[src/rtl/csf_pkg.sv]
package csf_pkg;

    localparam int DELAY_DEPTH = 32;
    localparam int LINE_LEN    = DELAY_DEPTH - 1;
    localparam int HALF_TAPS   = (LINE_LEN - 1) / 2;
    localparam int CENTRE_IDX  = HALF_TAPS;
    localparam int NUM_TERMS   = HALF_TAPS + 1;

    localparam logic signed [15:0] CENTRE_COEF = 16'sd9245;

    localparam logic signed [15:0] PAIR_COEF [HALF_TAPS] = '{
        -16'sd22,   16'sd184,   16'sd295,   -16'sd507,
        -16'sd1150, 16'sd571,   16'sd2672,  16'sd261,
        -16'sd4361, -16'sd2383, 16'sd5214,  16'sd5406,
        -16'sd4339, -16'sd8139, 16'sd1696
    };

    typedef struct packed {
        logic signed [15:0] im;
        logic signed [15:0] re;
    } t_sample;

    typedef logic [15:0] t_term;

    typedef struct packed {
        logic adv;
        logic take;
    } t_pipe_ctl;

endpackage

[src/rtl/csf_delay_line.sv]
module csf_delay_line
    import csf_pkg::*;
(
    input  logic      i_clk,
    input  logic      i_rst_n,
    input  t_pipe_ctl i_ctl,
    input  t_sample   i_sample,
    output t_sample   o_line [LINE_LEN],
    output logic      o_valid
);

    t_sample r_line [LINE_LEN];
    logic    r_valid;

    always_ff @(posedge i_clk) begin
        if (!i_rst_n) begin
            for (int k = 0; k < LINE_LEN; k++) begin
                r_line[k] <= '0;
            end
            r_valid <= 1'b0;
        end else begin
            if (i_ctl.take) begin
                for (int k = 0; k < LINE_LEN - 1; k++) begin
                    r_line[k] <= r_line[k + 1];
                end
                r_line[LINE_LEN - 1] <= i_sample;
            end
            if (i_ctl.adv) begin
                r_valid <= i_ctl.take;
            end
        end
    end

    assign o_line  = r_line;
    assign o_valid = r_valid;

endmodule

[config.mk]
export PLATFORM = sky130hd
export DESIGN_NAME = csf_delay_line
export DESIGN_NICKNAME = d
export VERILOG_FILES = /design/src/rtl/csf_pkg.sv /design/src/rtl/csf_delay_line.sv
export SDC_FILE = /design/constraint.sdc
export NUM_CORES = 1
export LEC_CHECK = 0
export BUFFER_PORTS_ARGS = -buffer_cell sky130_fd_sc_hd__buf_2
export CAP_MARGIN = 20
export CORE_AREA = 8 8 395 397
export CTS_CLUSTER_SIZE = 20
export DETAILED_ROUTE_END_ITERATION = 10
export DIE_AREA = 0 0 403 405
export SYNTH_ARGS = -nofsm -noshare
export SYNTH_HDL_FRONTEND = slang
export SYNTH_SLANG_ARGS = --single-unit
[constraint.sdc]
create_clock -name i_clk -period 1.5 [get_ports i_clk]
set_input_delay 0.3 -clock i_clk [delete_from_list [all_inputs] [get_ports i_clk]]
set_output_delay 0.3 -clock i_clk [all_outputs]
set_load 0.1 [all_outputs]
==> impl_results.md, run 1 <==
* Outcome: finished with violations
* Failing checks: negative setup slack
* Syn Inst Count at 3,200
* Count of non-filler cells in the finished layout at 7,283
* Routed WL per cell at 24.92 um
* Clock sink count at 993
* Syn nets at 3,236
* Sw Share at 25.04%
* Power per cell area at 766.3 nW/um2
* Fin Setup TNS at -71.29 ns
* Main combinational cell family by area after synthesis: multiplexers
* Syn Std Cell Area at 38,310 um2
* Post-Synth Adder-Cell Area at 0%
* # IOs at 1,029
* Most frequent cells in the layout: 1,045 x buf_4, 1,038 x buf_12, 993 x mux2i_1, 993 x nor2b_1, 758 x dfxtp_4
* Port Buffer Count at 1,028
* Worst slew margin at 66.32%
* Core area at 149,200 um2
* CTS clk-pin slew, worst paths at 0.06 ns
* Post-synthesis mux area share at 25.94%
* Total of warnings raised by yosys at 0
* Clock Skews at 0.08638 ns
* Setup Viol. Count Final at 993
* Worst Setup Slack, final at -0.2120 ns
* Crit path kind: register to output pin
* Clock period minus worst slack at 1.712 ns
* CTS tree: built
* Clock Root Buffer: clkbuf_16
* Placed insts at 6,159
* Mean Syn Cell Area at 11.97 um2
* Final Hold Viols at 0
* DR pass1 iterations at 7
* Synth Area in Compound Gates at 0%
* Sequential area share after synthesis at 51.89%
* Diode count at 0
* Cell-internal power at 0.04281 W
* Clock share of power at 48.5%
* DRT iter0 DRCs at 1,475
* Combinational power share at 7.2%
* Die X at 403 um
* Antenna violations before repair at 2
* H-Tree Level Count at 3
* Sequential Power Share at 44.3%
* Initial core utilization at 25.67%
* CP startpoint kind: register
* CTS buffer count at 109
* DP Worst Slack at -0.009009 ns
* Worst Path Arrival at 1.41 ns
* Leak at 31.58 nW
* GRT Overall Usage at 20.80%
* Site Rows at 142
* Congestion Overflow GR at 0
* RePlAce Congestion at 0.8443
* Max-slew violations at 0
* CP endpoint kind: output pin
* Most common cell after layout, fill and taps aside: buf_4
* Largest net degree at the start of global routing at 78
* Vias in the first global route at 35,770
* Max Cap Violations at 0
* RSZ-0062 raised after global routing: true
* Dpl hpwl at 111.1 mm
* Nets at 5,281
* Least-Margin Pin Slew at 0.5053 ns
* Via count at 32,560
* Netlist cell types at 9
* Global-route wire length before repair at 255.2 mm
* Total power at 0.05711 W
* Die Height at 405 um
* CP max FO at 2
* Final instance area at 74,530 um2
* Wirelength, routed at 181.5 mm
* Clock buffer depth at 3
* Cell area after placement at 51,090 um2
* Psw at 0.01430 W
* Worst-skew pair later-pin latency at 0.76 ns
* Post-synthesis register bit count at 993
* Share of layout cells above drive strength 1 at 61.60%
* WP data required at 1.20 ns
* Die area at 163,200 um2
* FMAX at 0.5841 GHz
* P&R area growth vs syn at 94.52%
* Post-synthesis xor/xnor area fraction at 0%
* Part of the cycle the worst path needs at 114.1%
* Drt drc at 0
* Hold Path Class: input pin to register
* Maximum vdd drop at 0.9785 mV
* Final ANT Viol Nets at 0
* Area share of and/or/nand/nor cells after synthesis at 16.21%
* Via/cell ratio at 4.470
[what timing repair did]
action / 4_1_cts / 5_1_grt
endpoints found under the hold margin: 40 / 0
resized for setup: 4221 / 68
endpoints found under the setup margin: 993 / 993
setup buffers: 810 / 73
hold buffers: 36 / 0
[metal layers]
layer,vias up,share of wire [%],GRT usage [%],wire (um)
met5,-,0,0,0
met4,0,7.5,13.20,13560
met3,529,7.3,6.731,13280
met2,1289,51,38.13,93250
met1,15970,34,20.12,61440
li1,14770,-,-,-
[stage by stage]
stage	hold WS [ns]	util, %
3_5_place_dp	0.5018	34.23
2_1_floorplan	0.4695	-
6_report	0.1797	49.94
4_1_cts	0.09380	49.46
5_1_grt	0.1678	49.94
3_3_place_gp	0.4909	34.23
[power groups by stage]
stage          sequential (W)  combinational, W  clock (W)
2_1_floorplan          0.0279           0.00227          0
3_3_place_gp           0.0272           0.00348          0
3_5_place_dp           0.0272           0.00349          0
4_1_cts                0.0254           0.00402     0.0281
5_1_grt                0.0253           0.00424     0.0294
6_report               0.0253           0.00410     0.0277
[cells in the mapped netlist]
| master | n | area, um2 |
|---|---|---|
| dfxtp_1 | 993 | 19880 |
| mux2i_1 | 993 | 9940 |
| nor2b_1 | 993 | 6212 |
| clkbuf_1 | 101 | 379.1 |
| buf_12 | 79 | 1582 |
| buf_4 | 20 | 150.1 |
| buf_2 | 11 | 55.05 |
| buf_6 | 9 | 101.4 |
| buf_8 | 1 | 15.01 |
[worst paths after layout]
kind / startpoint / to / slack [ns] / cells after the start
max: o_line[597] / o_line[597] / -0.21 / 2
min: i_ctl[0] / o_line[948] / 0.18 / 4
max reg2reg: o_line[4] / o_line[4] / 0.15 / 4
min reg2reg: o_line[568] / o_line[600] / 0.52 / 2
[kinds of logic (layout without fill, tap and decap cells)]
group	count (synthesis)	count (layout)
multiplexers	993	993
flip-flops	993	993
AND/OR/NAND/NOR	993	993
buffers and inverters	221	2360
[critical path, cell delays in order (launching register included)]
cell and delay (ns):
dfxtp_2 0.35, buf_8 0.13, buf_12 0.18
[flip-flops by register name, indices dropped and copies added, names as in the netlist]
register / count
o_valid: 1
o_line: 992
[cell type report]
class / count / area (um2)
Timing Repair Buffer: 2155 / 29190
Sequential cell: 993 / 23020
Tap cell: 1944 / 2432
Clock inverter: 34 / 432.9
Fill cell: 11550 / 74720
Clock buffer: 171 / 3301
Multi-Input combinational cell: 1986 / 16150
Power figures use the tool's default switching activity.
==> inputs of run 2 (changes only) <==
--- a/config.mk
+++ b/config.mk
@@ -11,6 +11,7 @@
 export CTS_CLUSTER_SIZE = 20
 export DETAILED_ROUTE_END_ITERATION = 10
 export DIE_AREA = 0 0 403 405
+export PLACE_DENSITY = 0.46
 export SYNTH_ARGS = -nofsm -noshare
 export SYNTH_HDL_FRONTEND = slang
 export SYNTH_SLANG_ARGS = --single-unit
==> run 2 against run 1 <==
The flow still finishes with violations (negative setup slack). Design area decreased by 0.10%. Cell count decreased by 0.77%. Global-route usage decreased by 0.28 points. Maximum frequency increased by 2.8%. Worst hold slack about the same. Utilization decreased by 0.052 points. Critical endpoint is now o_line[391]. Largest cell class unchanged.
==> impl_results.md, run 2 (synthesis results as in run 1) <==
* Least-Margin Pin Slew at 0.5793 ns (+0.07402 ns)
* CTS clk-pin slew, worst paths at 0.06 ns (about the same)
* CTS buffer count at 116 (+6.4%)
* Maximum vdd drop at 0.8584 mV (-12%)
* DRT iter0 DRCs at 1,093 (-26%)
* Part of the cycle the worst path needs at 111.1% (-3.1 points)
* Die area at 163,200 um2 (unchanged)
* Clock period minus worst slack at 1.666 ns (-0.04615 ns)
* GRT Overall Usage at 20.52% (-0.28 points)
* WP data required at 1.20 ns (about the same)
* R2R Setup Slk at 0.51 ns (+0.36 ns)
* Worst slew margin at 61.38% (-4.9 points)
* Final Hold Viols at 0 (unchanged)
* Core area at 149,200 um2 (unchanged)
* Congestion Overflow GR at 0 (unchanged)
* Die Height at 405 um (unchanged)
* CP startpoint kind: register
* RSZ-0062 raised after global routing: true
* Outcome: finished with violations
* Wirelength, routed at 175.5 mm (-3.3%)
* Fin Setup TNS at -71.54 ns (-0.2546 ns)
* Port Buffer Count at 1,028 (unchanged)
* Max-slew violations at 0 (unchanged)
* Max Cap Violations at 0 (unchanged)
* Seq. cell area at 23,030 um2 (about the same)
* Clock Root Buffer: clkbuf_16
* Share of layout cells above drive strength 1 at 61.10% (-0.50 points)
* P&R area growth vs syn at 94.32%
* Global-route wire length before repair at 246.5 mm (-3.4%)
* Worst Path Arrival at 1.37 ns (-0.04 ns)
* Footprint of the multi-input gates at 16,150 um2 (unchanged)
* DP Worst Slack at -0.03625 ns (-0.02724 ns)
* Drt drc at 0 (unchanged)
* DR pass1 iterations at 5 (-2)
* Placed insts at 6,153 (-0.097%)
* Via/cell ratio at 4.217 (-5.7%)
* # fillers at 12,710 (+10%)
* Max incr delay on CP at 0.43 ns (+0.08 ns)
* Clock Skews at 0.05585 ns (-0.03052 ns)
* Leak at 31.41 nW (-0.57%)
* Buf/Inv on CP at 1 (-1)
* Routed WL per cell at 24.29 um (-2.6%)
* Failing checks: negative setup slack
* Most frequent cells in the layout: 1,057 x buf_12, 993 x mux2i_1, 993 x nor2b_1, 974 x buf_4, 763 x dfxtp_4
* Max reg flops at 992 (unchanged)
* Clock buffer depth at 3 (unchanged)
* Initial core utilization at 25.67% (unchanged)
* Die X at 403 um (unchanged)
* Crit path cell chain: buf_12
* Worst-skew pair later-pin latency at 0.74 ns (-0.02 ns)
* Count of non-filler cells in the finished layout at 7,227 (-0.77%)
* Crit path kind: register to output pin
* Hold Path Class: input pin to register
* # IOs at 1,029 (unchanged)
* Site Rows at 142 (unchanged)
* Worst path slowest cell: dfxtp_4
* CP max FO at 2 (unchanged)
* Dpl hpwl at 121.6 mm (+9.5%)
* Crit-path leading delay family: flip-flops
* Most common cell after layout, fill and taps aside: buf_12
* Nets at 5,233 (-0.91%)
* Clock sink count at 993 (unchanged)
* Diode count at 0 (unchanged)
* Antenna violations before repair at 3 (+1)
* RePlAce Congestion at 0.8308 (-1.6%)
* Worst Setup Slack, final at -0.1659 ns (+0.04615 ns)
* Final ANT Viol Nets at 0 (unchanged)
* H-Tree Level Count at 3 (unchanged)
* Vias in the first global route at 32,620 (-8.8%)
* CP endpoint kind: output pin
* FMAX at 0.6003 GHz (+2.8%)
* Setup Viol. Count Final at 993 (unchanged)
* Via count at 30,480 (-6.4%)
* Power per cell area at 777.1 nW/um2 (+1.4%)
* CTS tree: built
* Largest net degree at the start of global routing at 139 (+78%)
* Total power at 0.05785 W (+1.3%)
## run 2: layout make-up
cell class | count | area share, %
clock buffers | 177 | 4.556
repair buffers | 2100 | 38.96
flip-flops and latches | 993 | 30.93
well taps | 1944 | 3.267
multi-input cells | 1986 | 21.69
clock inverters | 27 | 0.5848
## run 2: per-stage QoR
step | util (%) | cell area, um2 | hold slack [ns]
after detailed placement | 35.57 | 53080 | 0.4977
after floorplan | - | 38310 | 0.4695
final | 49.89 | 74450 | 0.1800
after CTS | 49.70 | 74180 | 0.1005
after global routing | 49.89 | 74450 | 0.1492
after global placement | 35.57 | 53080 | 0.4917
## run 2: where the power goes
group	leakage (nW)	switching (W)	total, W	internal [W]
clock	1.87	0.0118	0.0284	0.0166
sequential	8.74	0.000141	0.0253	0.0252
combinational	20.8	0.00221	0.00414	0.00193
## run 2: what timing repair did
item | in CTS | in global routing
resized for setup | 3787 | 28
endpoints found under the setup margin | 993 | 993
endpoints found under the hold margin | 44 | 0
hold buffers | 34 | 0
pin swaps | 0 | 0
setup buffers | 809 | 27
gates cloned | 0 | 0
## run 2: routing by layer
metal	wire [um]	up-vias	track usage [%]
met2	92060	809	38.19
met4	5616	0	6.782
met1	62450	14750	20.73
li1	-	14720	-
met5	0	-	0
met3	15410	203	8.390
## run 2: final timing paths
path | cells after the start | start | end
max | 1 | o_line[391] | o_line[391]
min | 4 | i_ctl[0] | o_line[983]
max reg2reg | 4 | o_line[578] | o_line[578]
min reg2reg | 2 | o_line[559] | o_line[591]
