[src/rtl/csf_pkg.sv]
package csf_pkg;

    localparam int DELAY_DEPTH = 32;
    localparam int LINE_LEN    = DELAY_DEPTH - 1;
    localparam int HALF_TAPS   = (LINE_LEN - 1) / 2;
    localparam int CENTRE_IDX  = HALF_TAPS;
    localparam int NUM_TERMS   = HALF_TAPS + 1;

    localparam logic signed [15:0] CENTRE_COEF = 16'sd9245;

    localparam logic signed [15:0] PAIR_COEF [HALF_TAPS] = '{
        -16'sd22,   16'sd184,   16'sd295,   -16'sd507,
        -16'sd1150, 16'sd571,   16'sd2672,  16'sd261,
        -16'sd4361, -16'sd2383, 16'sd5214,  16'sd5406,
        -16'sd4339, -16'sd8139, 16'sd1696
    };

    typedef struct packed {
        logic signed [15:0] im;
        logic signed [15:0] re;
    } t_sample;

    typedef logic [15:0] t_term;

    typedef struct packed {
        logic adv;
        logic take;
    } t_pipe_ctl;

endpackage

[src/rtl/csf_accum.sv]
module csf_accum
    import csf_pkg::*;
(
    input  logic               i_clk,
    input  logic               i_rst_n,
    input  t_pipe_ctl          i_ctl,
    input  logic               i_valid,
    input  t_term              i_term_re [NUM_TERMS],
    input  t_term              i_term_im [NUM_TERMS],
    output logic               o_valid,
    output logic signed [15:0] o_real,
    output logic signed [16:0] o_imag
);

    logic        r_valid;
    logic [15:0] r_real;
    logic [16:0] r_imag;
    logic [15:0] n_real;
    logic [16:0] n_imag;

    // adder tree, wraps mod 2^16; the imaginary sum is then negated into 17 bits
    always_comb begin
        t_term l1_re [8];
        t_term l1_im [8];
        t_term l2_re [4];
        t_term l2_im [4];
        t_term l3_re [2];
        t_term l3_im [2];
        t_term acc_im;
        for (int k = 0; k < 8; k++) begin
            l1_re[k] = i_term_re[2 * k] + i_term_re[2 * k + 1];
            l1_im[k] = i_term_im[2 * k] + i_term_im[2 * k + 1];
        end
        for (int k = 0; k < 4; k++) begin
            l2_re[k] = l1_re[2 * k] + l1_re[2 * k + 1];
            l2_im[k] = l1_im[2 * k] + l1_im[2 * k + 1];
        end
        for (int k = 0; k < 2; k++) begin
            l3_re[k] = l2_re[2 * k] + l2_re[2 * k + 1];
            l3_im[k] = l2_im[2 * k] + l2_im[2 * k + 1];
        end
        n_real = l3_re[0] + l3_re[1];
        acc_im = l3_im[0] + l3_im[1];
        n_imag = 17'd0 - {acc_im[15], acc_im};
    end

    always_ff @(posedge i_clk) begin
        if (!i_rst_n) begin
            r_valid <= 1'b0;
        end else if (i_ctl.adv) begin
            r_valid <= i_valid;
        end
    end

    always_ff @(posedge i_clk) begin
        if (i_ctl.adv) begin
            r_real <= n_real;
            r_imag <= n_imag;
        end
    end

    assign o_valid = r_valid;
    assign o_real  = r_real;
    assign o_imag  = r_imag;

endmodule

[config.mk]
export PLATFORM = sky130hd
export DESIGN_NAME = csf_accum
export DESIGN_NICKNAME = d
export VERILOG_FILES = /design/src/rtl/csf_pkg.sv /design/src/rtl/csf_accum.sv
export SDC_FILE = /design/constraint.sdc
export NUM_CORES = 1
export LEC_CHECK = 0
export BUFFER_PORTS_ARGS = -buffer_cell sky130_fd_sc_hd__buf_2
export CORE_AREA = 2 2 215 217
export DETAILED_ROUTE_END_ITERATION = 10
export DIE_AREA = 0 0 217 219
export GPL_ROUTABILITY_DRIVEN = 0
export SLEW_MARGIN = 20
export SYNTH_ARGS = -nofsm -noshare
export SYNTH_HDL_FRONTEND = slang
export SYNTH_SLANG_ARGS = --single-unit
[constraint.sdc]
create_clock -name i_clk -period 18.95 [get_ports i_clk]
set_clock_uncertainty 0.05 [all_clocks]
set_input_delay 0.9475 -clock i_clk [delete_from_list [all_inputs] [get_ports i_clk]]
set_output_delay 0.9475 -clock i_clk [all_outputs]
set_load 0.01 [all_outputs]
==> flow_results.org, run 1 <==
** Logic synthesis
- Adder-Cell Fraction of Synth Area :: 64.6%
- Area leader, netlist :: fa_1
- Synthesized net count :: 2,182
- Synth warnings :: 0
- After synthesis, the largest family of logic cells by area is adder cells.
- Average footprint of a synthesized cell :: 10.8 um^2
- Number of flops mapped to enable cells by yosys :: 33
- Summing every instance area after synthesis gives 0.0132 mm^2.
- Number of distinct library cells after synthesis :: 51
- Of the synthesized area, sequential elements account for 7.68%.
- Mux share of post-synthesis cell area :: 0.0760%
- Share of the synthesized netlist area taken by xor and xnor gates :: 5.84%
- Cells taking the most area after synthesis :: fa_1 61%, inv_1 15%, edfxtp_1 7.5%
- Of all flip-flops after synthesis, the portion carrying an async set or reset was 0%.
- Counting flops and latches in the post-synthesis netlist gives 34.
- In this run the biggest area consumer among cell types represents 60.5% of the synthesized area.
- The synthesized netlist devotes 3.95% of its cell area to compound gates.
- Simple-gate portion of the synthesized area :: 2.63%
- The cell count after synthesis came out at 1,224.
- Commonest register cell after synthesis :: edfxtp_1

** Drt
- Iteration-0 DRC Markers :: 150
- The first detailed-routing pass took 6 iterations.
- Wire length per cell :: 13.5 um
- Remaining antenna violation count :: 0
- Dividing the detail-routed via count by the number of cells gives 4.02.
- The routed layout has 9,568 vias.
- The routed design has 32.0 mm of wire.
- Remaining design rule violation count :: 0

** Cells and area
- Syn-to-layout area delta :: 27.8%
- The repair_antennas step left the layout with diodes totalling 0.
- Post-layout net count :: 2,738
- The post-route netlist has 32.1% of its cells at a drive strength greater than 1.

** Min path
- Worst Hold End :: o_valid$_SDFFE_PN0P_
- Hold path depth :: 2
- Hold Crit Class :: reg -> reg
- Origin of the worst min-delay path :: o_valid$_SDFFE_PN0P_

** GRT
- Entering global routing, the biggest net connects 35 pins.
- Number of global-route vias before repair :: 11,200
- Grt ovf :: 0
- Antenna violations before repair :: 2
- Overall Global Routing Usage :: 14.0%
- The first global-routing pass estimated 52.7 mm of wire.

** STA
- Unrepaired setup endpoints after global routing :: no
- Timing-limited maximum frequency :: 142 MHz
- Number of setup violations in the final report :: 0
- Final Hold Violating Endpoints :: 0
- Subtracting the final worst setup slack from the clock period gives 7.03 ns.
- In this run the tightest slew margin relative to its limit is 37.0%.
- Worst Tran Pin Value :: 0.945 ns
- Share of the clock period used by the worst path :: 37.1%
- Setup tns final :: 0 ns
- Number of max-slew violations in the final report :: 0

** Die
- Floorplan row count :: 78
- The floorplan step defined a core boundary enclosing 0.0451 mm^2.
- 551 I/O pins were placed.
- X dimension of the die :: 217 um
- Initial cell density of the core :: 29.2%
- The die covers 0.0475 mm^2.
- Measured along the y axis, the die boundary spans 219 um.

** Setup path
- Standard cell with the maximum stage delay on the critical path :: nor4_2
- On the critical path the largest part of the delay comes from adder cells.
- STA classifies the critical path endpoint as a flop.
- Along the worst path, the maximum fanout reaches 4.
- FF-to-FF Start :: o_valid$_SDFFE_PN0P_
- CP Depth :: 20
- Capture instance of the worst register-to-register path :: o_valid$_SDFFE_PN0P_
- Stage delay of the slowest cell on the critical path :: 0.57 ns
- The cell that appears most often on the critical path is fa_1.
- Number of cells traversed by the worst register-to-register path :: 2
- Type of the worst setup path :: in -> reg
- FF-to-FF setup slack :: 18.28 ns
- Startpoint class of the critical path :: input port
- Critical path required time :: 18.93 ns
- Traced cell by cell, the critical path runs through buf_2 > inv_1 > fa_1 > fa_1 > inv_1 > fa_1 > fa_1 > inv_1 > fa_1 > fa_1 > inv_1 > ha_1 > fa_1 > a211o_1 > a2111oi_4 > o21bai_1 > xnor2_2 > nor4_2 > nand2b_1 > xor2_1.
- Arr. time, crit path :: 7.01 ns
- Buf+Inv Stages, Crit Path :: 5

** Job
- Number of max-capacitance violations reported :: 0

** Placement
- Number of I/O port buffers :: 549
- Summed over all nets, the half-perimeter wirelength after detailed placement is 31.2 mm.

** Clock tree
- Hold buffer count at cts :: 0
- Post-CTS Setup Bufs :: 0
- CTS tree :: built
- Latest clock arrival within the worst-skew pair :: 0.29 ns
- CTS H-Tree Depth :: 2
- CTS placed an instance of clkbuf_16 at the clock tree root.
- Buffers inserted during clock tree synthesis total 5.
- Post-CTS clock slew at the launch and capture registers of the worst setup and hold paths :: 0.06 ns
- The number of gates resized after CTS was 0.
- Buffer depth of the longest clock path :: 2
- The tree built by TritonCTS fans out to 34 sinks.

** Outcome
- Outcome :: finished clean
-- sequential cells by signal (all words and copies together) (netlist names) --
signal,flops
o_imag,17
o_real,16
o_valid,1
-- placed cells by master, fill, tap and decap left out, types with 3 or more instances in the layout --
master	count
clkbuf_16	5
a211oi_1	6
or3_1	3
edfxtp_1	33
o21a_1	9
a21o_1	7
nand2b_1	3
nand2_1	12
fa_1	398
ha_1	43
inv_1	533
o21ai_0	10
nor2_1	15
o21bai_1	3
buf_2	549
a21oi_1	11
nor3_1	9
nand3_1	3
xor2_1	18
xnor2_1	66
-- cells in the mapped netlist, types with 2 or more instances --
cell       instances
inv_1            533
fa_1             398
xnor2_1           66
ha_1              43
edfxtp_1          33
xor2_1            18
nor2_1            15
nand2_1           12
a21oi_1           11
o21ai_0           10
nor3_1             9
o21a_1             9
a21o_1             7
a211oi_1           6
nand2b_1           3
nand3_1            3
o21bai_1           3
or3_1              3
a31oi_1            2
nor2b_1            2
nor3b_1            2
nor4_1             2
o2111ai_1          2
o211ai_1           2
o21ai_2            2
o31a_1             2
o31ai_1            2
-- worst max-delay path by stage --
stage | start | end | slack, ns
floorplan | i_term_im[194] | o_imag[15]$_DFFE_PP_ | 12.29
global placement | i_term_im[210] | o_imag[12]$_DFFE_PP_ | 11.62
detailed placement | i_term_im[210] | o_imag[12]$_DFFE_PP_ | 11.60
CTS | i_term_im[210] | o_imag[12]$_DFFE_PP_ | 11.86
global route | i_term_im[210] | o_imag[12]$_DFFE_PP_ | 11.52
finish | i_term_im[210] | o_imag[12]$_DFFE_PP_ | 11.92
-- stage by stage --
stage          instances  instance area [um^2]  setup slack, ns  utilization (%)  hold WS, ns
3_3_place_gp        2373                 16700            11.62             37.0        0.485
3_5_place_dp        2373                 16700            11.60             37.0        0.496
2_1_floorplan       1224                 13200            12.29                -        0.488
4_1_cts             2380                 16800            11.86             37.3        0.506
5_1_grt             2380                 16800            11.52             37.3        0.550
6_report            2380                 16800            11.92             37.3        0.496
-- cells by family (layout without fill, tap and decap cells) --
kind of cell / after synthesis / count (layout)
buffers and inverters: 533 / 1089
multiplexers: 1 / 1
adder cells (fa/ha/maj): 441 / 441
AND/OR/NAND/NOR: 61 / 61
XOR/XNOR: 86 / 86
AO/OA/AOI/OAI: 68 / 68
flip-flops: 34 / 34
-- metal layers --
layer	GRT usage (%)	share of wire (%)	up-vias
met5	0	0.041	-
met3	2.22	5.7	37
met2	26.6	54	321
met4	3.29	2.3	2
li1	-	-	4470
met1	16.4	38	4738
-- worst min-delay path, stage by stage (launching register included) --
cell and delay (ns):
dfxtp_1 0.33, mux2i_1 0.12, nor2b_1 0.05
-- area by class of cell --
type	instances	area, um^2
inverter	533	2000
sequential	34	1010
clock buffer	5	125
clock inverter	2	33.8
tap	600	751
multi-input combinational	657	10200
fill	4469	28300
timing repair buffer	549	2750
Power of run 1 is left out: the tool's default activity adds up to more than one toggle a clock period on the data nets, which glitch-free logic cannot reach.
==> inputs of run 2 (changes only) <==
Clock period 18.95 ns to 6.4 ns, I/O delays scaled along.
==> flow_results.org, run 2 (synthesized netlist as in run 1, its figures left out) <==
** Outcome
- Outcome :: finished clean

** Cells and area
- The library cell used most frequently in the layout, excluding fill and tap cells, is buf_2.
- The antenna diode count was 0 (unchanged).
- In the layout the commonest cells are 549 x buf_2, 533 x inv_1, 398 x fa_1, 66 x xnor2_1, 43 x ha_1.
- Final Util :: 37.5% (+0.18 points)
- The count of nets after finishing was 2,744 (+0.22%).
- Relative to the synthesized area, the layout overhead comes to 28.4%.
- Share of final-layout standard cells stronger than drive strength 1 :: 32.4% (+0.32 points)
- Number of standard cells in the final layout excluding fillers :: 2,387 (+0.29%)
- Number of flip-flops under the largest register name :: 17 (unchanged)

** STA
- Min Hold Slack :: 0.210 ns (-0.286 ns)
- The worst slew margin relative to its limit came to 41.4% (+4.4 points).
- The final count of hold timing violations was 0 (unchanged).
- Share of the clock period used by the worst path :: 94.8%
- The final number of setup-violating endpoints is 0 (unchanged).
- Unrepaired setup endpoints after global routing :: no
- The max-slew violation total from the final report was 0 (unchanged).
- Final min period :: 6.07 ns
- Based on the critical path, the design can be clocked at up to 165 MHz.
- Worst Tran Pin Value :: 0.879 ns (-0.0662 ns)
- Setup tns final :: 0 ns (unchanged)

** Min path
- Hold path depth :: 2 (unchanged)
- Hold Crit Class :: in -> reg

** Job
- The max-cap violation count came to 0 (unchanged).

** Clock tree
- The buffer depth of the longest clock path is 2 (unchanged).
- Latest clock arrival within the worst-skew pair :: 0.29 ns (about the same)
- The clock transition at the registers of the reported paths came to 0.07 ns (about the same).
- The total clock buffers created by CTS came to 5 (unchanged).
- The number of sinks handled by clock tree synthesis was 34 (unchanged).
- The tree is rooted in a clkbuf_16.
- The post-CTS setup-driven buffer insertion count was 0 (unchanged).
- CTS H-Tree Depth :: 2 (unchanged)
- The number of resized instances in the post-cts repair step is 0 (unchanged).
- CTS tree :: built
- The number of buffers added to fix hold violations after cts is 0 (unchanged).

** Setup path
- The number of cells traversed by the worst register-to-register path was 2 (unchanged).
- Top fanout value on the critical path :: 4 (unchanged)
- The signal on the critical path passes through buf_2 > inv_1 > fa_1 > fa_1 > inv_1 > fa_1 > fa_1 > inv_1 > fa_1 > fa_1 > inv_1 > ha_1 > fa_1 > a21o_2 > a211oi_1 > a21oi_1 > or3_1 > nor4_2 > nand2b_1 > xor2_1.
- Startpoint class of the critical path :: input port
- The worst setup path is of the in -> reg kind.
- The buffers plus inverters on the worst setup path came to 5 (unchanged).
- The cell depth of the worst setup path is 20 (unchanged).
- Critical path required time :: 6.39 ns (-12.54 ns)
- Element type at the critical path end :: flop
- Crit path top cell by count :: fa_1
- The signal arrival time at the worst endpoint was 6.06 ns (-0.95 ns).
- Stage delay of the slowest cell on the critical path :: 0.56 ns (about the same)
- Kind of cell adding the most delay to the critical path :: adder cells
- Standard cell with the maximum stage delay on the critical path :: fa_1

** GRT
- Largest net degree at the start of global routing :: 35 (unchanged)
- Overall Global Routing Usage :: 14.1% (+0.074 points)
- Global-route wire length before repair :: 53.2 mm (+0.86%)
- Antenna violations before repair :: 2 (unchanged)
- The total overflow reported by the global router came to 0 (unchanged).
- Number of global-route vias before repair :: 11,400 (+1.5%)

** Drt
- Vias :: 9,567 (-0.010%)
- The first-iteration detailed-routing DRC count is 116 (-23%).
- The DRC violations left is 0 (unchanged).
- The number of iterations in the first detailed-routing pass came to 4 (-2).
- The routed length per placed instance is 13.4 um (-0.33%).
- Remaining antenna violation count :: 0 (unchanged)
- The final wirelength is 32.0 mm (about the same).
- Via-to-Cell Ratio :: 4.01 (-0.30%)

** Die
- Die outline area :: 0.0475 mm^2 (unchanged)
- Core Footprint :: 0.0451 mm^2 (unchanged)
- Floorplan row count :: 78 (unchanged)
- Die Y-Extent :: 219 um (unchanged)
- X dimension of the die :: 217 um (unchanged)
- Number of placed I/O pins :: 551 (unchanged)
- The starting density of the core came to 29.2% (unchanged).

** Placement
- Number of I/O port buffers :: 549 (unchanged)
- Hpwl dp :: 31.2 mm (about the same)
- Total placed cells including tap cells :: 2,379 (+0.25%)
run 2: changes by cell type in the layout (fill, tap and decap cells not counted):
cell,before,now
buf_4,0,6
bufinv_16,1,2
clkinv_1,1,0
clkinv_4,0,1
run 2: final cells by class:
class	count	area [um^2]
Tap cell	600	751
Timing Repair Buffer	555	2790
Fill cell	4547	28200
Multi-Input combinational cell	657	10200
Sequential cell	34	1010
Inverter	533	2000
Clock inverter	3	68.8
Clock buffer	5	125
run 2: layer usage:
metal,global-route usage [%],share of wire [%]
met4,3.15,2.1
met1,16.7,38
met5,0,0.022
met2,26.6,54
met3,2.22,5.9
run 2: stage by stage:
stage / cell area [um^2] / worst slack, ns
2_1_floorplan: 13200 / 0.370
3_3_place_gp: 16700 / 0.0570
3_5_place_dp: 16700 / 0.0130
4_1_cts: 16900 / 0.280
5_1_grt: 16900 / 0.0684
6_report: 16900 / 0.330
run 2: path summary, 6_finish.rpt:
check | startpoint | endpoint | slack, ns
worst max-delay path | i_term_im[210] | o_imag[12]$_DFFE_PP_ | 0.33
worst min-delay path | i_rst_n | o_valid$_SDFFE_PN0P_ | 0.21
worst max register to register | o_valid$_SDFFE_PN0P_ | o_valid$_SDFFE_PN0P_ | 5.75
worst min register to register | o_valid$_SDFFE_PN0P_ | o_valid$_SDFFE_PN0P_ | 0.48
Power of run 2 is left out for the same reason.
==> inputs of run 3 (changes only) <==
Settings changed: CORE_AREA 2 2 215 217 to 2 2 212 214, DIE_AREA 0 0 217 219 to 0 0 214 216.
==> flow_results.org, run 3 (synthesized netlist as in run 1, its figures left out) <==
** Setup path
- The slowest stage of the critical path is the fa_1 cell.
- Kind of cell adding the most delay to the critical path :: adder cells
- Arr. time, crit path :: 6.08 ns (+0.02 ns)
- Stage delay of the slowest cell on the critical path :: 0.53 ns (-0.03 ns)
- Element type at the critical path end :: flop
- The signal on the critical path passes through buf_2 > fa_1 > inv_1 > fa_1 > inv_1 > fa_1 > fa_1 > inv_1 > fa_1 > fa_1 > inv_1 > ha_1 > fa_1 > a211o_1 > a2111oi_4 > buf_4 > o211ai_1 > xor2_1 > nor3b_4 > nand3_2 > xor2_1.
- The highest fanout seen on the critical path is 4 (unchanged).
- Setup crit start :: i_term_im[98]
- The critical path in this run is classified as in -> reg.
- Critical path required time :: 6.39 ns (about the same)
- FF-to-FF Start :: o_valid$_SDFFE_PN0P_
- Crit path top cell by count :: fa_1
- Startpoint class of the critical path :: input port
- Buf+Inv Stages, Crit Path :: 6 (+1)

** GRT
- The maximum number of pins on one net before global-route repair is 35 (unchanged).
- The global routing usage summed across all routing layers came to 14.7% (+0.59 points).
- The total overflow reported by the global router came to 0 (unchanged).
- The initial antenna violation count was 6 (+4).
- The global-route wire length before repair is 54.2 mm (+1.9%).
- Number of global-route vias before repair :: 11,400 (+0.11%)

** Placement
- The total placed instance area was 0.0167 mm^2 (-0.19%).
- The setup slack at placement came to -0.00878 ns (-0.0218 ns).
- Number of I/O port buffers :: 549 (unchanged)
- Total placed cells including tap cells :: 2,368 (-0.46%)
- Hpwl dp :: 31.4 mm (+0.66%)

** Cells and area
- Leaving out fill and tap cells, the most frequent cell in the layout is buf_2.
- Non-Filler Cell Area, Final :: 0.0169 mm^2 (-0.21%)
- Syn-to-layout area delta :: 28.1%
- The ratio of cells with drive above 1 in the final layout was 32.3% (-0.076 points).
- The count of nets after finishing is 2,742 (-0.073%).
- The flip-flop count of the largest register after layout was 17 (unchanged).
- Commonest cells after routing, fill and taps aside :: 549 x buf_2, 533 x inv_1, 398 x fa_1, 66 x xnor2_1, 43 x ha_1
- The number of standard cells in the final layout excluding fillers is 2,379 (-0.34%).

** Clock tree
- TritonCTS built the clock tree.
- Post-CTS clock slew at the launch and capture registers of the worst setup and hold paths :: 0.06 ns (about the same)
- Total CTS buffers :: 5 (unchanged)
- Latest clock arrival within the worst-skew pair :: 0.29 ns (about the same)
- Clock sink count :: 34 (unchanged)
- Clock tree synthesis selected as its root buffer the cell clkbuf_16.
- CTS H-Tree Depth :: 2 (unchanged)
- Buffer depth of the longest clock path :: 2 (unchanged)
- Hold buffer count at cts :: 0 (unchanged)

** STA
- Number of setup violations in the final report :: 0 (unchanged)
- Number of max-slew violations in the final report :: 0 (unchanged)
- Timing-limited maximum frequency :: 164 MHz (-0.38%)
- Setup repair after global routing left no endpoint under its margin.
- The worst slew margin relative to its limit was 42.4% (+1.0 points).
- The share of the clock period used by the worst path after layout was 95.2% (+0.36 points).
- Worst Tran Pin Value :: 0.864 ns (-0.0151 ns)
- Final Hold Violating Endpoints :: 0 (unchanged)
- Min Hold Slack :: 0.196 ns (-0.0138 ns)
- Final min period :: 6.09 ns (+0.0233 ns)
- Worst-case setup margin in the final layout :: 0.307 ns (-0.0233 ns)

** Drt
- Via-to-Cell Ratio :: 4.04 (+0.85%)
- The total via count after detailed routing was 9,616 (+0.51%).
- The first-iteration detailed-routing DRC count is 184 (+59%).
- Remaining antenna violation count :: 0 (unchanged)
- Pre-antenna DRT Iters :: 4 (unchanged)
- The final wirelength was 32.1 mm (+0.33%).
- Remaining design rule violation count :: 0 (unchanged)
- Wire length per cell :: 13.5 um (+0.67%)

** Min path
- The worst hold path belongs to the class in -> reg.
- The worst hold path begins at i_rst_n.

** Die
- Die outline area :: 0.0462 mm^2 (-2.7%)
- Core Footprint :: 0.0438 mm^2 (-2.8%)
- The starting density of the core is 30.0% (+0.83 points).
- The overall die width was 214 um (-1.4%).
- Floorplan row count :: 77 (-1.3%)
- The top-level I/O count is 551 (unchanged).
- The vertical extent of the die came to 216 um (-1.4%).

** Job
- The max-cap violation count is 0 (unchanged).

** Outcome
- The flow ran to the end, and the final reports show no timing, DRC or antenna violations.
run 3: cell types whose count changed in the layout (fill, tap and decap cells not counted), sizes merged:
cell	delta
buf	-2
bufinv	-1
diode	+2
clkinv	-1
clkinvlp	+2
run 3: worst paths after layout:
check        cells after the start  slack, ns                   end
min                              2       0.20  o_valid$_SDFFE_PN0P_
max                             21       0.31  o_imag[15]$_DFFE_PP_
max reg2reg                      2       5.76  o_valid$_SDFFE_PN0P_
min reg2reg                      2       0.47  o_valid$_SDFFE_PN0P_
run 3: timing repair:
action,in CTS,in global routing
buffers inserted,0,1
gates resized for setup,0,1
setup endpoints to repair,0,2
run 3: per-layer routing:
metal  GRT usage [%]  part of all wire, %  vias up
met3            2.52                  5.9       49
li1                -                    -     4481
met4            4.03                  2.7        8
met2            27.6                   54      340
met1            17.1                   38     4738
met5               0                 0.16        -
run 3: final cells by class:
class	count	area (um^2)
Antenna cell	2	5.00
Clock buffer	5	125
Clock inverter	3	45.0
Fill cell	4397	27000
Inverter	533	2000
Multi-Input combinational cell	657	10200
Sequential cell	34	1010
Tap cell	592	741
Timing Repair Buffer	553	2780
run 3: metrics by stage:
step / setup TNS (ns) / utilization [%]
after CTS: 0 / 38.4
after global routing: 0 / 38.5
after global placement: 0 / 38.0
final: 0 / 38.5
after floorplan: 0 / -
after detailed placement: -0.00878 / 38.0
Power of run 3 is left out for the same reason.
